<file path="src/sv/lwma_ram.sv">
// ----------------------------------------------------------------------------
// lwma_ram: generic single-port-write, single-port-read RAM
// One write and one registered read per cycle.
// ----------------------------------------------------------------------------
module lwma_ram #(
  parameter int WIDTH = 8,
  parameter int DEPTH = 16
) (
  input  logic                     clk,
  input  logic                     we,
  input  logic [$clog2(DEPTH)-1:0] waddr,
  input  logic [WIDTH-1:0]         wdata,
  input  logic                     re,
  input  logic [$clog2(DEPTH)-1:0] raddr,
  output logic [WIDTH-1:0]         rdata
);

  logic [WIDTH-1:0] mem [DEPTH];

  // write port
  always_ff @(posedge clk) begin
    if (we) begin
      mem[waddr] <= wdata;
    end
  end

  // registered read port
  always_ff @(posedge clk) begin
    if (re) begin
      rdata <= mem[raddr];
    end
  end

endmodule

</file>
<file path="config.mk">
export PLATFORM = sky130hd
export DESIGN_NAME = lwma_ram
export DESIGN_NICKNAME = d
export VERILOG_FILES = /design/src/sv/lwma_ram.sv
export SDC_FILE = /design/constraint.sdc
export NUM_CORES = 1
export LEC_CHECK = 0
export BUFFER_PORTS_ARGS = -buffer_cell sky130_fd_sc_hd__buf_2
export CORE_MARGIN = 8
export CORE_UTILIZATION = 40
export CTS_CLUSTER_DIAMETER = 120
export DETAILED_ROUTE_END_ITERATION = 16
export PLACE_DENSITY = 0.66
export SLEW_MARGIN = 10
export SYNTH_ARGS = -nofsm -noshare
export SYNTH_HDL_FRONTEND = slang
export SYNTH_SLANG_ARGS = --single-unit
</file>
<file path="constraint.sdc">
create_clock -name clk -period 5.95 [get_ports clk]
set_input_delay 1.19 -clock clk [delete_from_list [all_inputs] [get_ports clk]]
set_output_delay 1.19 -clock clk [all_outputs]
set_load 0.02 [all_outputs]
</file>
* After elaboration in Yosys (flattened, before gate mapping)
Memory sizes are Yosys's and may differ from the RTL's. A register that Yosys moved wholly into a read port is not among the register bits. Index checks and enable logic that the tools add are counted.
Word-level totals: bits in latches 0, RAM bits 128, memories 1, word-level logic and storage cells 3, register bits 0, bits in read-only memories 0, input bits 19
Cells by class: multipliers 0, divide/modulo/power cells 0, shift operators 0, muxes and demuxes 2, bitwise operators 0, $add $sub $neg 0, reduce and logical (&&, ||, !) cells 0, equal/unequal tests 0, order comparisons 0
Memories:
- mem | words 16, width 8, rd ports 1, clocked after memory_dff 1, wr ports 1, RTL line 18 | logic [WIDTH-1:0] mem [DEPTH];
Operator list (number):
- two-way mux 1 bit | 2

* Depth between registers and ports, before layout
Gate-level depths: netlist of run 1.
word-level depth 2, mapped depth 5, depth with buffers taken out 3

* Worst setup path after synthesis of run 1
No wires, ideal clock.
kind input port to flip-flop, from input waddr[2], to memory mem[0][0], enable pin, arrival time 2300 ps, slack 3267 ps, setup time 383 ps, required time 5567 ps, path buffers 0, cell stages on the path 2, cells stage by stage or3b_2 -> nor3_1
RTL lines:
- start, declared | RTL line 11 | input logic [$clog2(DEPTH)-1:0] waddr,
- end, declared | RTL line 18
No word-level cell before the write port.

==> results of run 1 <==
-- final cells by class --
cell class	instances	share of cell area (%)
Sequential cell	136	67.3
Clock buffer	18	7.07
Timing Repair Buffer	28	2.39
Clock inverter	13	2.16
Multi-Input combinational cell	83	17.6
Tap cell	172	3.54
-- tightest hold or removal path, stage by stage (launching register included) --
cell and delay (ns):
edfxtp_1 0.31, mux4_2 0.22, a22oi_1 0.06, nand2_1 0.05
-- cells by family after synthesis --
| kind of cell | count (synthesis) | share of synthesized area [%] |
|---|---|---|
| and+or+nand+nor | 35 | 3.14 |
| muxes | 32 | 14.8 |
| buffers and inverters | 10 | 1.65 |
| AOI/OAI and AO/OA | 16 | 2.30 |
| DFF | 136 | 78.1 |
-- how the worst max path moves through the flow --
| stage | cells past startpoint | end | slack (ns) | from |
|---|---|---|---|---|
| 6_report | 4 | rdata[5] | 3.13 | raddr[0] |
| 2_1_floorplan | 2 | mem[0][0] | 3.27 | waddr[2] |
| 3_3_place_gp | 4 | rdata[1] | 2.68 | raddr[0] |
| 5_1_grt | 4 | rdata[1] | 2.97 | raddr[0] |
| 4_1_cts | 4 | rdata[5] | 3.10 | raddr[0] |
| 3_5_place_dp | 4 | rdata[5] | 2.65 | raddr[0] |
-- flip-flops by register name (all words and copies together) (netlist names) --
name and count:
mem 128, rdata 8
-- power groups by stage --
stage | logic (mW) | clock network [mW] | registers [mW]
2_1_floorplan | 0.0545 | 0 | 1.11
3_3_place_gp | 0.0965 | 0 | 1.10
3_5_place_dp | 0.0994 | 0 | 1.11
4_1_cts | 0.0997 | 0.991 | 1.09
5_1_grt | 0.106 | 1.03 | 1.09
6_report | 0.0974 | 0.983 | 1.09
-- cells in the mapped netlist --
cell type,n
clkdlybuf4s25_2,3
and2_1,1
a22oi_1,16
nand3b_1,2
buf_4,1
and2b_1,1
buf_6,3
mux4_2,18
nand2b_1,2
mux4_1,14
nand3_1,1
buf_2,3
nor2_1,13
nand2_1,9
nor3_1,4
or3b_2,1
edfxtp_1,136
nor2b_1,1
-- layer usage --
metal	global-route usage [%]	wire, um	part of all wire [%]
met1	16.1	4210	42
met2	20.1	4980	50
met3	3.39	549	5.5
met4	6.90	208	2.1
met5	0	0	0
-- metrics by stage --
| step | util, % | hold WS [ns] | cells | area, um^2 |
|---|---|---|---|---|
| 2_1_floorplan | - | 0.705 | 229 | 5230 |
| 3_3_place_gp | 43.5 | 0.724 | 419 | 5510 |
| 3_5_place_dp | 43.5 | 0.729 | 419 | 5510 |
| 4_1_cts | 47.9 | 0.743 | 450 | 6070 |
| 5_1_grt | 47.9 | 0.773 | 450 | 6070 |
| 6_report | 47.9 | 0.739 | 450 | 6070 |
==> impl_results.md, run 1 <==
- CP top delay family: buffers and inverters
- Hold Path Class: reg -> reg
- Overall Global Routing Usage: 12.8%
- Syn nets: 248
- Sequential power share: about half
- Postcts setup bufs: 0
- Fillers: 1043
- Clk slew on worst S/H paths: around 0.060 ns
- Via density: ~5.2
- Clock skew: 0.0127 ns
- DIE WIDTH: 130 um
- Via count: 2355
- Final setup margin: approximately 3.1 ns
- Top cells by area, synth: edfxtp_1 (78%), mux4_2 (7.8%), mux4_1 (7.0%), a22oi_1 (2.3%), nor2_1 (0.93%)
- Worst IR drop on VDD: 0.213 mV
- First-iteration detailed-routing DRC count: ~200
- # IOs: 27
- Row cnt: between 40 and 50
- Post-route minimum period: 2.82 ns
- Total Power: around 2.2 mW
- CP Class: in -> reg
- Internal: about 1.7 mW
- Leakage: between 1.5 and 2 nW
- Worst R2R Setup Slack: between 4 and 5 ns
- Post-synth top area share: 78.1%
- CTS tree: built
- Antenna Cells: 0
- Die H: about 130 um
- Pwr dens: 357 mW/mm^2
- Area delta synth->final: 16.2%
- DP Wirelength: 6.19 mm
- Starting density of the core: about two fifths
- Part of the power in the clock network: a little under half
- Final hold vios: 0
- Worst setup EP type: flop
- Switching part of the total power: between 20 and 25%
- Mapped Area: 0.00523 mm^2
- First-pass GRT wire length: between 15 and 20 mm
- Switching power: roughly 0.44 mW
- Worst Hold Launch: mem[14][5]
- Critical path's largest stage delay: just under 0.8 ns
- Largest net degree at the start of global routing: 33
- Final Setup Violations: 0
- Commonest non-fill, non-tap cell in the layout: edfxtp_1
- Area of the core: around 0.013 mm^2
- Final #Nets: 285
- # resized after CTS: 0
- Worst R2R End: rdata[6]
- Routed WL per cell: 22.1 um
- Final Wtd Congestion: roughly 0.7
- Sequential-to-total area share from yosys stat: 78.1%
- # port buffers: 26
- Congestion Overflow GR: 0
- Max Cap Viol: 0
- Synthesized area per cell: ~23 um^2
- ANT nets after route: 0
- Place WS: about 2.6 ns
- Worst path cell trace: buf_2 -> mux4_1 -> a22oi_1 -> nand2_1
- Seq cells post-synth: approximately 140
- Run status: finished clean
- Initial antenna violation count: 0
- Hold depth: 3
- Vias in the first global route: approximately 2400
- Max Clk Rate: around 0.35 GHz
- Hold Path Sink: rdata[5]
- CTS max path bufs: 2
- WL final: approximately 10 mm
- Commonest cells after routing, fill and taps aside: edfxtp_1 (136), buf_2 (26), mux4_2 (18)
- Crit-path slowest cell: buf_2
- Final Cycle Share: a little under half
- Comb power frac: under 10%
- Rel. slew slack: around 29%
- CP Launch Type: input pin
- Clk Tree Root Cell: clkbuf_16
- Critical path buffers and inverters: 1
- Reg2Reg Depth: 3
- Detailed Routing Iterations Pass 1: 5
- Clk_lat worst skew: ~0.42 ns
- Synth cell types: 18
- Worst-Margin Slew: roughly 1.1 ns
- Setup_tns: 0 ns
- Crit path DAT: 2.98 ns
- Total of warnings raised by yosys: 0
- Die Footprint: roughly 0.017 mm^2
- Multi-input logic area: between 0.001 and 0.0015 mm^2
- Max-slew violations: 0
- CP required: between 6 and 7 ns
- Synth Instances: between 200 and 250
- Num CTS Buffers: 17
- Share of cells above drive strength 1: ~27%
- Reg area: ~0.004 mm^2
- Worst R2R Start: mem[2][6]
- Crit Path Max Fanout: 32
- Post-route DRC: 0
- Synth area leader: edfxtp_1
- H-tree levels: 4
- Post-CTS Hold Buffers: 0
- CTS Sinks: around 140
- RSZ-0062 raised after global routing: no
Note: power is estimated with default switching activity, not from simulation.
==> inputs of run 2 (changes only) <==
PLACE_DENSITY = 0.68   (was 0.66)
clock period = 2.32 ns   (was 5.95 ns; I/O delays follow)
==> impl_results.md, run 2 (synthesized netlist as in run 1, its figures left out) <==
- Post-Place Cells: about 440
- Num CTS Buffers: 17
- RSZ-0062 raised after global routing: no
- # resized after CTS: 0
- Via count: between 2000 and 3000
- Crit Path Max Fanout: 19
- Max Cap Viol: 0
- Final hold vios: 0
- ANT nets after route: 0
- Vias in the first global route: roughly 2600
- WL final: around 10 mm
- # port buffers: 26
- Postcts setup bufs: 0
- Routed WL per cell: around 22 um
- Final #Nets: 303
- Leakage: ~2.1 nW
- Crit-path slowest cell: mux4_1
- Run status: finished clean
- Setup crit start: raddr[0]
- Worst setup EP type: flop
- Overall Global Routing Usage: a little over an eighth
- Via density: approximately 5.4
- DIE WIDTH: approximately 130 um
- Worst path cell trace: buf_2 -> buf_12 -> mux4_1 -> a22oi_1 -> nand2_1
- Hold depth: 1
- First-pass GRT wire length: approximately 16 mm
- Pwr dens: roughly 920 mW/mm^2
- Setup_tns: 0 ns
- Clk Tree Root Cell: clkbuf_16
- CTS max path bufs: 2
- Final Cycle Share: a little under three quarters
- CTS tree: built
- Worst IR drop on VDD: between 0.6 and 0.7 mV
- Clk_lat worst skew: roughly 0.41 ns
- CP required: 2.46 ns
- Die Footprint: approximately 0.017 mm^2
- Area delta synth->final: 20.1%
- Starting density of the core: 41.3%
- Commonest cells after routing, fill and taps aside: edfxtp_1 (136), buf_2 (26), mux4_2 (18)
- Antenna Cells: 0
- Row cnt: slightly above 40
- Clk slew on worst S/H paths: ~0.070 ns
- First-iteration detailed-routing DRC count: between 300 and 400
- Worst-Margin Slew: 0.743 ns
- CP Class: in -> reg
- Worst Hold Launch: re
- Detailed Routing Iterations Pass 1: 5
- Non-Filler Instances: 469
- Die H: ~130 um
- Clock skew: around 0.0086 ns
- Initial antenna violation count: 0
- Worst R2R Setup Slack: 0.76 ns
- Post-CTS Hold Buffers: 0
- Final Setup Violations: 0
- Hold Path Class: in -> reg
- Largest Register: mem
- Commonest non-fill, non-tap cell in the layout: edfxtp_1
- Crit path DAT: around 1.8 ns
- Post-route DRC: 0
- Share of cells above drive strength 1: 32.7%
- Final Wtd Congestion: between 0.7 and 0.8
- CTS Sinks: ~140
- Reg2Reg Depth: 3
- Area of the core: ~0.013 mm^2
- Max Clk Rate: ~0.60 GHz
- Max reg flops: around 130
- Congestion Overflow GR: 0
- DP Wirelength: 6.73 mm
- Max-slew violations: 0
- Post-route minimum period: between 1.5 and 2 ns
- H-tree levels: 4
- Largest net degree at the start of global routing: 20
- Worst R2R Start: mem[0][1]
- # IOs: 27
- Top flop regs: mem x128, rdata x8
- Rel. slew slack: approximately 50%
- Critical path's largest stage delay: around 0.57 ns
- CP Launch Type: input pin
- Final Util: about 50%
run 2: cell types whose count changed in the layout (fill, tap and decap cells not counted), sizes merged:
cell and delta:
clkinv -2, buf +18, clkinvlp -4, inv +8, clkbuf -1
run 2: worst max-delay path: cells and delay by family:
family | cells | cell delay [ns]
buf+inv | 2 | 0.34
compound gates | 1 | 0.30
simple gates | 1 | 0.12
mux | 1 | 0.57
run 2: power by group:
| group | total, mW | switching [mW] | internal [mW] |
|---|---|---|---|
| logic | 0.272 | 0.160 | 0.112 |
| registers | 2.78 | 0.0144 | 2.77 |
| clock network | 2.71 | 1.08 | 1.63 |
| total | 5.76 | 1.25 | 4.51 |
run 2: path summary, 6_finish.rpt:
check	to
min reg2reg	rdata[2]
max	rdata[5]
min	rdata[2]
max reg2reg	rdata[1]
run 2: through the flow:
stage	total power [mW]	hold slack, ns	cell area (um^2)	setup slack [ns]
after floorplan	2.99	0.563	5230	0.363
after global placement	3.10	0.748	5670	0.290
after detailed placement	3.11	0.760	5670	0.238
after CTS	5.81	0.418	6280	0.669
after global routing	5.93	0.417	6280	0.622
final	5.76	0.427	6280	0.657
run 2: layout make-up:
type                            instances  area, um^2
Clock inverter                         15         180
Timing Repair Buffer                   46         318
Clock buffer                           17         425
Tap cell                              172         215
Multi-Input combinational cell         83        1060
Sequential cell                       136        4080
Fill cell                             996        6390
run 2: per-layer routing:
metal | wire length [um] | up-vias | global-route usage, %
met1 | 4550 | 1312 | 18.4
met4 | 53 | 0 | 4.23
met2 | 4960 | 126 | 19.7
met3 | 815 | 6 | 3.43
met5 | 0 | - | 0
li1 | - | 1095 | -
==> inputs of run 3 (changes only) <==
clock period = 1.4 ns   (was 2.32 ns; I/O delays follow)
==> impl_results.md, run 3 (synthesized netlist as in run 1, its figures left out) <==
- Run status: finished, violations left
- Violated checks: negative setup slack
- Hold depth: 1
- Max Clk Rate: between 0.6 and 0.7 GHz
- Via density: ~5.2
- # IOs: 27
- Final #Nets: between 300 and 400
- Worst R2R Start: mem[2][5]
- DP Wirelength: ~6.5 mm
- Congestion Overflow GR: 0
- Worst-Margin Slew: 1.01 ns
- Internal: ~7.8 mW
- Max reg flops: ~130
- Post-route DRC: 0
- Routed WL per cell: ~22 um
- Critical path's largest stage delay: about 0.48 ns
- Total Power: 9.76 mW
- Area after DPL: a little under 0.006 mm^2
- CTS max path bufs: 2
- Worst R2R End: rdata[5]
- Area delta synth->final: 24.2%
- Initial antenna violation count: 0
- Worst setup EP type: flop
- CP Class: reg -> reg
- Clock skew: slightly below 0.009 ns
- Switching part of the total power: between 10% and 20%
- Antenna Cells: 0
- CP Launch Type: flop
- Crit-path slowest cell: mux4_2
- Largest Register: mem
- ANT nets after route: 0
- Worst R2R Setup Slack: -0.06 ns
- Final Setup Violations: 4
- Share of cells above drive strength 1: 43.1%
- First-iteration detailed-routing DRC count: about 250
- CTS tree: built
- Crit path depth: 3
- Vias in the first global route: ~2800
- Num CTS Buffers: 17
- Largest net degree at the start of global routing: 26
- First-pass GRT wire length: ~16 mm
- Row cnt: 41
- Clk_lat worst skew: about 0.4 ns
- Detailed Routing Iterations Pass 1: 4
- RSZ-0062 raised after global routing: yes
- Worst path cell trace: mux4_2 -> a22oi_2 -> nand2_1
- Finished Cell Area: 0.00649 mm^2
- Rel. slew slack: roughly a third
- Crit Path Max Fanout: 1
- Overall Global Routing Usage: between 10 and 15%
- Comb power frac: 5.3%
- Reg2Reg Depth: 3
- Starting density of the core: between 40% and 50%
- Commonest cells after routing, fill and taps aside: edfxtp_1 (136), mux4_2 (30), buf_2 (25)
- Max Cap Viol: 0
- Hold Path Sink: rdata[2]
- H-tree levels: 4
- Commonest non-fill, non-tap cell in the layout: edfxtp_1
- Via count: around 2500
- CP required: approximately 1.5 ns
- Worst Hold Launch: re
- CTS Sinks: roughly 140
- Postcts setup bufs: 0
- Clk Tree Root Cell: clkbuf_16
- Leakage: ~2.2 nW
- Die H: about 130 um
- Crit path DAT: between 1.5 and 2 ns
- DIE WIDTH: 130 um
- Sequential power share: 47.3%
- Hold Path Class: in -> reg
- Max-slew violations: 0
- Post-route minimum period: approximately 1.5 ns
- CP top delay family: multiplexers
- Switching power: approximately 1.9 mW
- Die Footprint: roughly 0.017 mm^2
- WL final: between 10 and 15 mm
- Top flop regs: mem x128, rdata x8
- Area of the core: 0.0127 mm^2
- Part of the power in the clock network: about 47%
- Final hold vios: 0
- Pwr dens: 1500 mW/mm^2
- Clk slew on worst S/H paths: about 0.06 ns
- # port buffers: 26
- Critical path buffers and inverters: 0
- Final Wtd Congestion: 0.719
- Final Cycle Share: 104%
- Worst IR drop on VDD: 0.953 mV
- Setup_tns: -0.0901 ns
- Final setup margin: -0.0560 ns
-- run 3: power by group through the flow --
| stage | Combinational (mW) | Clock (mW) | Sequential [mW] |
|---|---|---|---|
| 6_report | 0.521 | 4.63 | 4.61 |
| 5_1_grt | 0.564 | 4.85 | 4.62 |
| 2_1_floorplan | 0.254 | 0 | 4.72 |
| 4_1_cts | 0.524 | 4.69 | 4.61 |
| 3_5_place_dp | 0.492 | 0 | 4.70 |
| 3_3_place_gp | 0.476 | 0 | 4.69 |
-- run 3: worst register-to-register path, delay by kind of cell, from the launching register on --
| kind | cells | cell delay, ns |
|---|---|---|
| compound gates | 1 | 0.22 |
| flops | 1 | 0.36 |
| mux | 1 | 0.48 |
| simple gates | 1 | 0.12 |
-- run 3: worst max-delay path by stage --
stage	from	endpoint	slack (ns)
finish	mem[2][5]	rdata[5]	-0.06
detailed placement	raddr[0]	rdata[0]	-0.50
floorplan	raddr[0]	rdata[2]	-0.1
CTS	mem[2][5]	rdata[5]	-0.06
global placement	raddr[0]	rdata[0]	-0.46
global route	mem[3][5]	rdata[5]	-0.12
-- run 3: area by class of cell --
class                   instances  area, um^2
fillers                       992        6180
repair buffers                 54         480
flip-flops and latches        136        4080
clock inverters                14         199
multi-input cells              83        1090
clock buffers                  17         425
well taps                     172         215
-- run 3: what timing repair did --
action | in CTS | in global routing
gates cloned | 1 | 0
setup endpoints to repair | 8 | 8
resized for setup | 9 | 3
pin swaps | 2 | 2
hold buffers | 0 | 0
-- run 3: through the flow --
| step | hold WS, ns | utilization (%) | std cells | setup slack [ns] |
|---|---|---|---|---|
| 6_report | 0.258 | 51.2 | 476 | -0.0560 |
| 5_1_grt | 0.247 | 51.2 | 476 | -0.118 |
| 4_1_cts | 0.247 | 51.1 | 476 | -0.0588 |
| 3_5_place_dp | 0.665 | 45.7 | 444 | -0.504 |
| 3_3_place_gp | 0.664 | 45.7 | 444 | -0.463 |
| 2_1_floorplan | 0.379 | - | 229 | -0.0990 |
-- run 3: per-layer routing --
| metal | share of wire (%) | GRT usage [%] | vias up |
|---|---|---|---|
| met4 | 1.1 | 5.60 | 0 |
| met3 | 5.6 | 4.08 | 6 |
| li1 | - | - | 1097 |
| met1 | 42 | 16.8 | 1316 |
| met2 | 51 | 22.1 | 76 |
| met5 | 0 | 0 | - |
