--- src/sv/lwma_pkg.sv ---
// ----------------------------------------------------------------------------
// lwma_pkg: shared constants and types
// Window size, derived widths and the record layout for the difficulty block.
// ----------------------------------------------------------------------------
package lwma_pkg;

  localparam int WINDOW = 60;
  localparam int DEPTH = WINDOW + 1;
  localparam int PTR_W = $clog2(DEPTH);
  localparam int SEEN_W = $clog2(DEPTH + 1);
  localparam int N_W = $clog2(WINDOW + 1);
  localparam int MIN_RECORDS = 3;

  localparam int TGT_W = 16;
  localparam int CLAMP_FACTOR = 6;
  localparam int CLAMP_W = $clog2(CLAMP_FACTOR * (2 ** TGT_W - 1) + 1);

  localparam int NN_W = $clog2(WINDOW * (WINDOW + 1) + 1);
  localparam int MULT_W = TGT_W + NN_W;
  localparam int WORK_W = 128;
  localparam int NUM_W = WORK_W + MULT_W;
  localparam int CNT_W = $clog2(NUM_W + 1);

  localparam longint unsigned MAX_WSUM =
    longint'(CLAMP_FACTOR * (2 ** TGT_W - 1)) * longint'(WINDOW) * longint'(WINDOW + 1) / 2;
  localparam int WSUM_W = $clog2(MAX_WSUM + 1);

  // one stored block record
  typedef struct packed {
    logic [63:0] ts;
    logic [63:0] work_high;
    logic [63:0] work_low;
  } rec_t;

  // divider status back to the controller
  typedef struct packed {
    logic done;
    logic ovf;
  } div_status_t;

endpackage

--- src/sv/lwma_divider.sv ---
// ----------------------------------------------------------------------------
// lwma_divider: bit-serial multiply then restoring divide
// Forms diff * mult one multiplier bit a cycle, drops the low bit, then
// divides by the weighted sum one quotient bit a cycle.
// ----------------------------------------------------------------------------
module lwma_divider import lwma_pkg::*; (
  input  logic               clk,
  input  logic               rst,
  input  logic               start,
  input  logic [WORK_W-1:0]  diff,
  input  logic [MULT_W-1:0]  mult,
  input  logic [WSUM_W-1:0]  divisor,
  output logic [WORK_W-1:0]  quotient,
  output div_status_t        status
);

  localparam logic [1:0] PH_IDLE = 2'd0;
  localparam logic [1:0] PH_MUL  = 2'd1;
  localparam logic [1:0] PH_DIV  = 2'd2;

  logic [1:0]        phase;
  logic [CNT_W-1:0]  cnt;
  logic [WORK_W-1:0] diff_r;
  logic [MULT_W-1:0] mult_r;
  logic [WSUM_W-1:0] dvs;
  logic [NUM_W-1:0]  acc;
  logic [WSUM_W-1:0] rem;
  logic [WORK_W-1:0] q;
  logic              ovf;
  logic              done;

  logic [NUM_W-1:0]  mul_next;
  logic [WSUM_W:0]   shifted;
  logic              qbit;
  logic [WSUM_W:0]   sub;

  // one multiply step and one divide step
  always_comb begin
    mul_next = {acc[NUM_W-2:0], 1'b0} +
               (mult_r[MULT_W-1] ? NUM_W'(diff_r) : '0);
    shifted = {rem, acc[NUM_W-1]};
    qbit = (shifted >= {1'b0, dvs});
    sub = shifted - {1'b0, dvs};
  end

  always_ff @(posedge clk) begin
    if (rst) begin
      phase <= PH_IDLE;
      done <= 1'b0;
    end else begin
      // finished after the last multiply step with a zero divisor, or the last divide step
      done <= ((phase == PH_MUL) && (cnt == CNT_W'(1)) && (dvs == '0)) ||
              ((phase == PH_DIV) && (cnt == CNT_W'(1)));
      unique case (phase)
        PH_IDLE: begin
          if (start) begin
            diff_r <= diff;
            mult_r <= mult;
            dvs <= divisor;
            acc <= '0;
            rem <= '0;
            q <= '0;
            ovf <= 1'b0;
            cnt <= CNT_W'(MULT_W);
            phase <= PH_MUL;
          end
        end
        PH_MUL: begin
          acc <= mul_next;
          mult_r <= {mult_r[MULT_W-2:0], 1'b0};
          if (cnt == CNT_W'(1)) begin
            // zero divisor gives a zero quotient
            if (dvs == '0) begin
              phase <= PH_IDLE;
            end else begin
              cnt <= CNT_W'(NUM_W - 1);
              phase <= PH_DIV;
            end
          end else begin
            cnt <= cnt - 1'b1;
          end
        end
        PH_DIV: begin
          acc <= {acc[NUM_W-2:0], 1'b0};
          if (qbit) begin
            rem <= sub[WSUM_W-1:0];
          end else begin
            rem <= shifted[WSUM_W-1:0];
          end
          q <= {q[WORK_W-2:0], qbit};
          ovf <= ovf | q[WORK_W-1];
          cnt <= cnt - 1'b1;
          if (cnt == CNT_W'(1)) begin
            phase <= PH_IDLE;
          end
        end
        default: begin
          phase <= PH_IDLE;
        end
      endcase
    end
  end

  assign quotient = q;
  assign status.done = done;
  assign status.ovf = ovf;

endmodule

--- config.mk ---
export PLATFORM = sky130hd
export DESIGN_NAME = lwma_divider
export DESIGN_NICKNAME = d
export VERILOG_FILES = /design/src/sv/lwma_pkg.sv /design/src/sv/lwma_divider.sv
export SDC_FILE = /design/constraint.sdc
export NUM_CORES = 1
export LEC_CHECK = 0
export BUFFER_PORTS_ARGS = -buffer_cell sky130_fd_sc_hd__buf_2
export CELL_PAD_IN_SITES_DETAIL_PLACEMENT = 1
export CELL_PAD_IN_SITES_GLOBAL_PLACEMENT = 2
export CORE_MARGIN = 2
export CORE_UTILIZATION = 42
export CTS_CLUSTER_SIZE = 24
export DETAILED_ROUTE_END_ITERATION = 10
export PLACE_DENSITY = 0.93
export SYNTH_ARGS = -nofsm -noshare
export SYNTH_HDL_FRONTEND = slang
export SYNTH_SLANG_ARGS = --single-unit
--- constraint.sdc ---
create_clock -name clk -period 27.9 [get_ports clk]
set_input_delay 1.395 -clock clk [delete_from_list [all_inputs] [get_ports clk]]
set_output_delay 1.395 -clock clk [all_outputs]
set_load 0.03 [all_outputs]
### Word-level counts from Yosys, hierarchy flattened

Index checks and enable logic that the tools add are counted.

* bits of input ports: 189
* output and inout bits: 130
* word-level logic and storage cells: 59
* flip-flop bits (word level): 512

* bitwise gates (word level): 2
* magnitude comparators: 1
* equal/unequal tests: 7
* muxes and demuxes: 21
* reduce and logical (&&, ||, !) cells: 15
* add/subtract/negate cells: 3

Operators with widths (count)
* $pmux W156 S3: 1
* $mux W128: 2
* $pmux W128 S2: 1
* $add A156 B128 Y156: 1
* $mux W156: 1
* $mux W30: 2
* $pmux W30 S2: 1
* $pmux W28 S2: 1
* $ge A31 B30 Y1: 1
* $logic_not A30 Y1: 1
* $sub A30 B30 Y30: 1
* $mux W28: 1
* $mux W8: 3
* $pmux W8 S3: 1
* $reduce_and A3 Y1: 5
* $eq A8 B1 Y1 const B: 1
* $mux W2: 4
* $sub A8 B1 Y8 const B: 1
* $pmux W2 S3: 1
* $ne A2 B1 Y1 const B: 2
* $reduce_and A4 Y1: 1
* $reduce_bool A2 Y1: 2
* $logic_and A1 B1 Y1: 3
* $ne A3 B3 Y1 const B: 1
* other kinds (10): 10

### Longest topological paths before layout

Gate-level depths: netlist of the first run.

* depth after elaboration: 4
* gate-level depth with buffers: 18
* mapped depth without buffers: 15

### Least setup slack after synthesis of the first run

No wires, ideal clock.

* path type: input to register
* from: in rst
* to: reg cnt[0] (enable)
* stages: 2
* buffers on the path: 0
* arrival time: 13259 ps
* setup slack: 14256 ps
* required time: 27515 ps
* library setup time: 385 ps
* cells stage by stage: nor3_1 -> a21boi_0

* longest elaborated chain between the ends: 2

Ends and longest elaborated chain
* start, declared: RTL line lwma_divider.sv:8 `input logic rst,`
* $not A1 Y1 (no source line)
* $reduce_and A4 Y1 (no source line)
* end signal, assigned: RTL line lwma_divider.sv:64 `cnt <= CNT_W'(MULT_W);`
* end signal, assigned: RTL line lwma_divider.sv:76 `cnt <= CNT_W'(NUM_W - 1);`
* end signal, assigned: RTL line lwma_divider.sv:80 `cnt <= cnt - 1'b1;`
* end, declared: RTL line lwma_divider.sv:22 `logic [CNT_W-1:0] cnt;`

No other way between the ends.
A chain may end at the register's enable or synchronous reset.

### Worst setup path after layout of the first run

* from: reg mult_r[27]
* to: reg acc[149] (data pin)

* longest elaborated chain between the ends: 3

Ends and longest elaborated chain
* start, declared: RTL line lwma_divider.sv:24 `logic [MULT_W-1:0] mult_r;`
* start signal, assigned: RTL line lwma_divider.sv:58 `mult_r <= mult;`
* start signal, assigned: RTL line lwma_divider.sv:70 `mult_r <= {mult_r[MULT_W-2:0], 1'b0};`
* $mux W128: RTL line lwma_divider.sv:40 `(mult_r[MULT_W-1] ? NUM_W'(diff_r) : '0);`
* $add A156 B128 Y156: RTL line lwma_divider.sv:39 `mul_next = {acc[NUM_W-2:0], 1'b0} +`
* $pmux W156 S3: RTL line lwma_divider.sv:54 `unique case (phase)`
* end signal, assigned: RTL line lwma_divider.sv:69 `acc <= mul_next;`
* end signal, assigned: RTL line lwma_divider.sv:84 `acc <= {acc[NUM_W-2:0], 1'b0};`
* end, declared: RTL line lwma_divider.sv:26 `logic [NUM_W-1:0] acc;`

No other way between the ends.

==> results.ini, run 1 <==
[timing]
min_period_ns=5.61
fin_setup_tns_ns=0
rsz0062_at_grt=false
finalClockSkew_ns=0.0292
max_slew.worst_pin.slew_ns=1.29
fin_crit_sh_pct=20.1
holdWs_ns=0.541
setup_viol=0
fmax_mhz=178
relSlewSlack_pct=12.9
slew_viol_final=0
hold_violations=0

[placed_design]
finalWeightedCongestion=0.924
place_inst=4221
portBuffers=318
hpwl_mm=69.0

[setup_path]
criticalPathCategory=reg2reg
crit_buf_inv=1
cpMostUsedCell=a21oi_1
critPathMaxFanout=129
path_cells=buf_4, and2_1, ha_1, fa_1, a21oi_1, nand4b_1, nand3_1, o221ai_2, a31o_4, o211ai_2, a21oi_1, o31ai_1, a21oi_1, o21ai_0, nand2_1, a21o_1
cpMaxStageDelayCell=o31ai_1
arrival_ns=5.99
crit_path_end_kind=flip-flop
start_kind=flip-flop
cp_data_required_time_ns=28.28
slowest_delay_ns=0.86
path_delay_family=compound AO/OA/AOI/OAI gates

[worst_hold_path]
hp-class=reg2reg

[logic_synthesis]
synth_xor_area_share_pct=4.14
synthAdderAreaFrac_pct=6.64
synth_edf_count=509
synth-seq-area-share_pct=49.0
synth_cell_types=91
ys_warn_count=0
syn-num-nets=3440
synth.mux.area_fraction_pct=1.04
yosys.area.top_type=edfxtp_1
ys_seq_elements=512
syn_avg_cell_area_um2=10.1
synth_top_family_by_area=simple AND/OR/NAND/NOR gates
synth_compound_gate_area_share_pct=17.6
yosys.area_share.simple_pct=18.2
synth_top_area_share_pct=48.8
synthArstFlopShare_pct=0
ys.flop_type=edfxtp_1
synth_most_common_cell=edfxtp_1
synth.cell_area_um2=31300
synth_area_leaders=edfxtp_1, ha_1, and2_1
syn_inst=3086
netlist_top_cells_count=edfxtp_1, nand2_1, a21oi_1, and2_1, o21ai_0

[drt]
drc=0
wl_mm=94.7
viasPerCell=5.73
drt-initial-drc-count=1743
ant_nets=0
drt_first_pass_iters=5
post_drt_wl_per_cell_um=21.8
dr_total_vias=24851

[floorplanning]
rows=100
start_util_pct=42.3
die-area_um2=76700
die_h_um=277
ios=319
coreArea_um2=74100
die_w_um=277

[cts]
cts.clk_slew.worst_paths_ns=0.06
cts_resized=0
cts_setup_buffers=0
clock-sinks=512
cts_hold_buf=0
cts_tree=yes
clk_latency_ns=0.64
cts_root_buf=clkbuf_16
cts_buffer_depth=3
htree_levels=2
numCtsBuffers=59

[global_route]
grt_pass1_wl_mm=149
grt_util_met2_pct=41.2
gr-usage-met3_pct=3.18
grt_pass1_vias=25736
top_usage_layer=met2
antenna_found_initial=8
use_met1_pct=32.5
grt_overflow=0
track_usage_pct=24.2
grt_max_degree=158

[power]
powerDensity_nw_per_um2=68.8
p_leak_nw=13.4
report.power.total_mw=2.45
peakVddDrop_v=0.0000494

[final_layout]
layout.nets=3667
drive_gt1_share_pct=15.3
layout.cells.non_filler=4338
nFillCells=8301
utilization_pct=48.1
area_growth_pct=13.9

[flow_run]
maxCapViolations=0

[outcome]
outcome=completed

[layout by cell type (no fill, tap or decap), drive strengths merged, types with 27 or more instances in the layout]
| cell | instances |
|---|---|
| clkinv | 27 |
| nand4 | 84 |
| nor2b | 91 |
| clkbuf | 71 |
| o21ai | 202 |
| and2 | 272 |
| edfxtp | 509 |
| nor3 | 47 |
| xor2 | 52 |
| a21o | 70 |
| a31oi | 27 |
| buf | 332 |
| a22oi | 75 |
| mux2 | 27 |
| xnor2 | 96 |
| nor2 | 148 |
| nand2 | 298 |
| inv | 102 |
| o21bai | 52 |
| ha | 163 |
| nand3 | 48 |
| a21oi | 279 |
[where the power goes]
part	switching (mW)	total [mW]	internal, mW
Combinational	0.431	0.657	0.226
Clock	0.336	0.806	0.470
Sequential	0.0425	0.988	0.945
[kinds of logic (layout without fill, tap and decap cells)]
group	count (synthesis)	in the layout
mux	29	29
other cells	0	6
buf+inv	267	544
xor+xnor	148	148
flops	512	512
compound gates	864	864
fa+ha+maj	165	165
simple gates	1101	1101
[stage by stage]
stage,worst slack [ns],area (µm²)
global placement,22.42,33600
finish,22.29,35600
global route,21.86,35600
floorplan,14.26,31300
CTS,22.33,35600
detailed placement,22.36,33600
[cell type report]
cell class / instances / area, µm² / share of cell area [%]
repair buffers: 332 / 1720 / 4.83
diodes: 6 / 15.0 / 0.0421
well taps: 969 / 1210 / 3.40
flip-flops and latches: 512 / 15300 / 43.1
clock inverters: 40 / 450 / 1.26
clock buffers: 71 / 1540 / 4.33
multi-input cells: 2307 / 15000 / 42.0
inverters: 101 / 379 / 1.06
[sequential cells by signal, summed over array words and instances, names as in the netlist]
signal,count
diff_r,128
ovf,1
cnt,8
quotient,128
rem,30
phase,2
done,1
acc,156
mult_r,28
dvs,30
[layer usage]
| metal | vias to the layer above | share of wire, % |
|---|---|---|
| met5 | - | 0.014 |
| met4 | 2 | 2.6 |
| met3 | 133 | 5.5 |
| met2 | 653 | 48 |
| met1 | 12254 | 44 |
| li1 | 11809 | - |
[path summary, 6_finish.rpt]
path / from / endpoint / slack, ns / cells after the start
worst max-delay path: mult_r[27] / acc[149] / 22.29 / 16
worst min-delay path: mult_r[0] / mult_r[1] / 0.54 / 1
worst max register to register: mult_r[27] / acc[149] / 22.29 / 16
worst min register to register: mult_r[0] / mult_r[1] / 0.54 / 1
No activity file was read; power rests on OpenSTA's default activity.
==> inputs of run 2 (changes only) <==
--- a/config.mk
+++ b/config.mk
@@ -5,14 +5,15 @@
 export SDC_FILE = /design/constraint.sdc
 export NUM_CORES = 1
 export LEC_CHECK = 0
+export ABC_AREA = 1
 export BUFFER_PORTS_ARGS = -buffer_cell sky130_fd_sc_hd__buf_2
 export CELL_PAD_IN_SITES_DETAIL_PLACEMENT = 1
 export CELL_PAD_IN_SITES_GLOBAL_PLACEMENT = 2
 export CORE_MARGIN = 2
-export CORE_UTILIZATION = 42
+export CORE_UTILIZATION = 31
 export CTS_CLUSTER_SIZE = 24
 export DETAILED_ROUTE_END_ITERATION = 10
-export PLACE_DENSITY = 0.93
+export PLACE_DENSITY = 0.83
 export SYNTH_ARGS = -nofsm -noshare
 export SYNTH_HDL_FRONTEND = slang
 export SYNTH_SLANG_ARGS = --single-unit
==> constraint.sdc (replaced) <==
create_clock -name clk -period 4.5 [get_ports clk]
set_input_delay 0.225 -clock clk [delete_from_list [all_inputs] [get_ports clk]]
set_output_delay 0.225 -clock clk [all_outputs]
set_load 0.03 [all_outputs]
==> results.ini, run 2 <==
[outcome]
outcome=completed

[timing]
slew_viol_final=0  ; unchanged
min_period_ns=4.33  ; -1.28 ns
relSlewSlack_pct=16.4  ; +3.5 points
finalClockSkew_ns=0.0668  ; +0.0376 ns
rsz0062_at_grt=false
fin_setup_tns_ns=0  ; unchanged
fmax_mhz=231  ; +30%
layout_setup_ws_ns=0.173  ; -22.12 ns
setup_viol=0  ; unchanged
max_slew.worst_pin.slew_ns=1.25  ; -0.0409 ns
hold_violations=0  ; unchanged
fin_crit_sh_pct=96.2  ; +76 points

[placed_design]
hpwl_mm=136  ; +96%
portBuffers=318  ; unchanged
place_ws_ns=0.188  ; -22.18 ns
place_inst=7328  ; +74%
finalWeightedCongestion=1.02  ; +11%

[floorplanning]
start_util_pct=31.2  ; -11 points
die_w_um=354  ; +28%
ios=319  ; unchanged
rows=128  ; +28%
coreArea_um2=122000  ; +64%
die-area_um2=125000  ; +63%
die_h_um=354  ; +28%

[power]
powerDensity_nw_per_um2=582  ; +750%
peakVddDrop_v=0.000385  ; +680%
p_leak_nw=22.3  ; +66%

[setup_path]
r2r-start=mult_r[27]
critPathMaxFanout=62  ; -52%
slowest_delay_ns=0.54  ; -0.32 ns
start_kind=flip-flop
criticalPathCategory=reg2reg
ff2ff_path_depth=17  ; +1
arrival_ns=4.78  ; -1.21 ns
path_cells=buf_12, buf_4, nand2_1, inv_1, ha_1, nand2_2, inv_1, a21oi_1, o21ai_0, a21oi_1, nand3_2, nand2_1, nand2_1, nand2_1, nand2_1, o21ai_1, a21oi_2
cpMostUsedCell=nand2_1
r2r-end=acc[129]
cpMaxStageDelayCell=a21oi_1
cp_data_required_time_ns=4.96  ; -23.32 ns
crit_path_end_kind=flip-flop
reg2reg_slack_ns=0.17  ; -22.12 ns

[final_layout]
area_growth_pct=21.0
layout.nets=6316  ; +72%
regMostFlops=acc
most-common-layout-cells=nand2_1, inv_1, edfxtp_1
final_common_cell=nand2_1
largest_reg_flops=156  ; unchanged
drive_gt1_share_pct=12.7  ; -2.6 points
layout.cells.non_filler=7651  ; +76%
nFillCells=15337  ; +85%

[logic_synthesis]
synth_top_area_share_pct=40.3  ; -8.5 points
synthArstFlopShare_pct=0  ; unchanged
ys_seq_elements=512  ; unchanged
synth_edf_count=509  ; unchanged
syn_avg_cell_area_um2=6.97  ; -31%
netlist_top_cells_count=nand2_1, inv_1, edfxtp_1, a21oi_1, nor2_1
synth_area_leaders=edfxtp_1, nand2_1, inv_1
synth_cell_types=55  ; -40%
synth.cell_area_um2=37900  ; +21%
ys_warn_count=0  ; unchanged
syn-num-nets=5787  ; +68%
synth_most_common_cell=nand2_1
yosys.area.top_type=edfxtp_1
synth-seq-area-share_pct=40.5  ; -8.5 points
syn_inst=5433  ; +76%
ys.flop_type=edfxtp_1

[global_route]
grt_pass1_vias=39223  ; +52%
antenna_found_initial=11  ; +3
grt_overflow=0  ; unchanged
track_usage_pct=27.0  ; +2.8 points
grt_max_degree=157  ; -0.63%
grt_pass1_wl_mm=252  ; +70%

[drt]
viasPerCell=4.89  ; -15%
wl_mm=171  ; +80%
drt-initial-drc-count=2677  ; +54%
ant_nets=0  ; unchanged
drc=0  ; unchanged
dr_total_vias=37446  ; +51%
drt_first_pass_iters=5  ; unchanged
post_drt_wl_per_cell_um=22.3  ; +2.2%

[worst_hold_path]
hold_path_depth=2  ; +1
hp-class=in2reg
worst_hold_path.endpoint=diff_r[24]
hp-start=diff[24]

[cts]
htree_levels=3  ; +1
clock-sinks=512  ; unchanged
cts.clk_slew.worst_paths_ns=0.06  ; about the same
clk_latency_ns=0.73  ; +0.09 ns
numCtsBuffers=69  ; +17%
cts_tree=yes
cts_setup_buffers=0  ; unchanged
cts_root_buf=clkbuf_16
cts_buffer_depth=3  ; unchanged

[flow_run]
maxCapViolations=0  ; unchanged

-- run 2: changes by cell type in the layout (fill, tap and decap cells not counted), sizes merged, moves of 75 or more --
cell / change
dlygate4sd3: +188
and2: -265
nor2b: -91
a21oi: +165
nand3: +147
nor2: +305
nand2: +1715
inv: +995
a22oi: -75
xnor2: -83
-- run 2: report_power, final --
group / total, mW / internal (mW) / switching (mW)
Clock: 5.68 / 3.25 / 2.43
Combinational: 13.3 / 3.45 / 9.84
Sequential: 7.72 / 6.96 / 0.764
Total: 26.7 / 13.7 / 13.0
-- run 2: kinds of logic after synthesis --
kind of cell	Yosys count	synth area share (%)
simple gates	2799	31.1
compound gates	723	10.2
xor+xnor	29	0.670
fa+ha+maj	165	5.49
buf+inv	1205	12.0
flops	512	40.5
-- run 2: routing by layer --
| metal | wire length (µm) | track usage (%) |
|---|---|---|
| met5 | 55 | 0 |
| met4 | 9180 | 13.0 |
| met1 | 75300 | 35.1 |
| met3 | 9620 | 4.71 |
| met2 | 76600 | 43.2 |
-- run 2: final cells by class --
class	count	area (µm²)	share of cell area [%]
Sequential cell	512	15300	33.5
Tap cell	1625	2030	4.43
Inverter	1107	4160	9.07
Multi-Input combinational cell	3716	18000	39.3
Antenna cell	9	22.5	0.0491
Clock buffer	85	1810	3.94
Clock inverter	41	469	1.02
Timing Repair Buffer	556	3970	8.67
-- run 2: per-stage QoR --
stage	hold WS [ns]	util (%)	area, µm²	total power [mW]
final	0.208	37.7	45800	26.7
after global routing	0.192	37.7	45800	28.3
after CTS	0.162	37.7	45800	26.7
after global placement	0.401	34.3	41700	20.6
after floorplan	0.294	-	37900	15.7
after detailed placement	0.404	34.3	41700	20.8
-- run 2: worst max path at each step --
stage	end	start	slack (ns)
after detailed placement	acc[144]	mult_r[27]	0.19
after floorplan	cnt[0]	phase[0]	0.04
final	acc[129]	mult_r[27]	0.17
after global routing	acc[129]	mult_r[27]	0.13
after global placement	acc[144]	mult_r[27]	0.24
after CTS	acc[144]	mult_r[27]	0.19
-- run 2: timing repair --
item	in CTS	in global routing
hold buffers	188	0
setup endpoints to repair	0	1
hold endpoints to repair	195	0
resized for setup	0	1
-- run 2: worst max-delay path: cells and delay by family (launching register included) --
family	cells	cell delay, ns
compound gates	5	1.23
flops	1	0.51
fa+ha+maj	1	0.29
buf+inv	4	0.65
simple gates	7	1.28
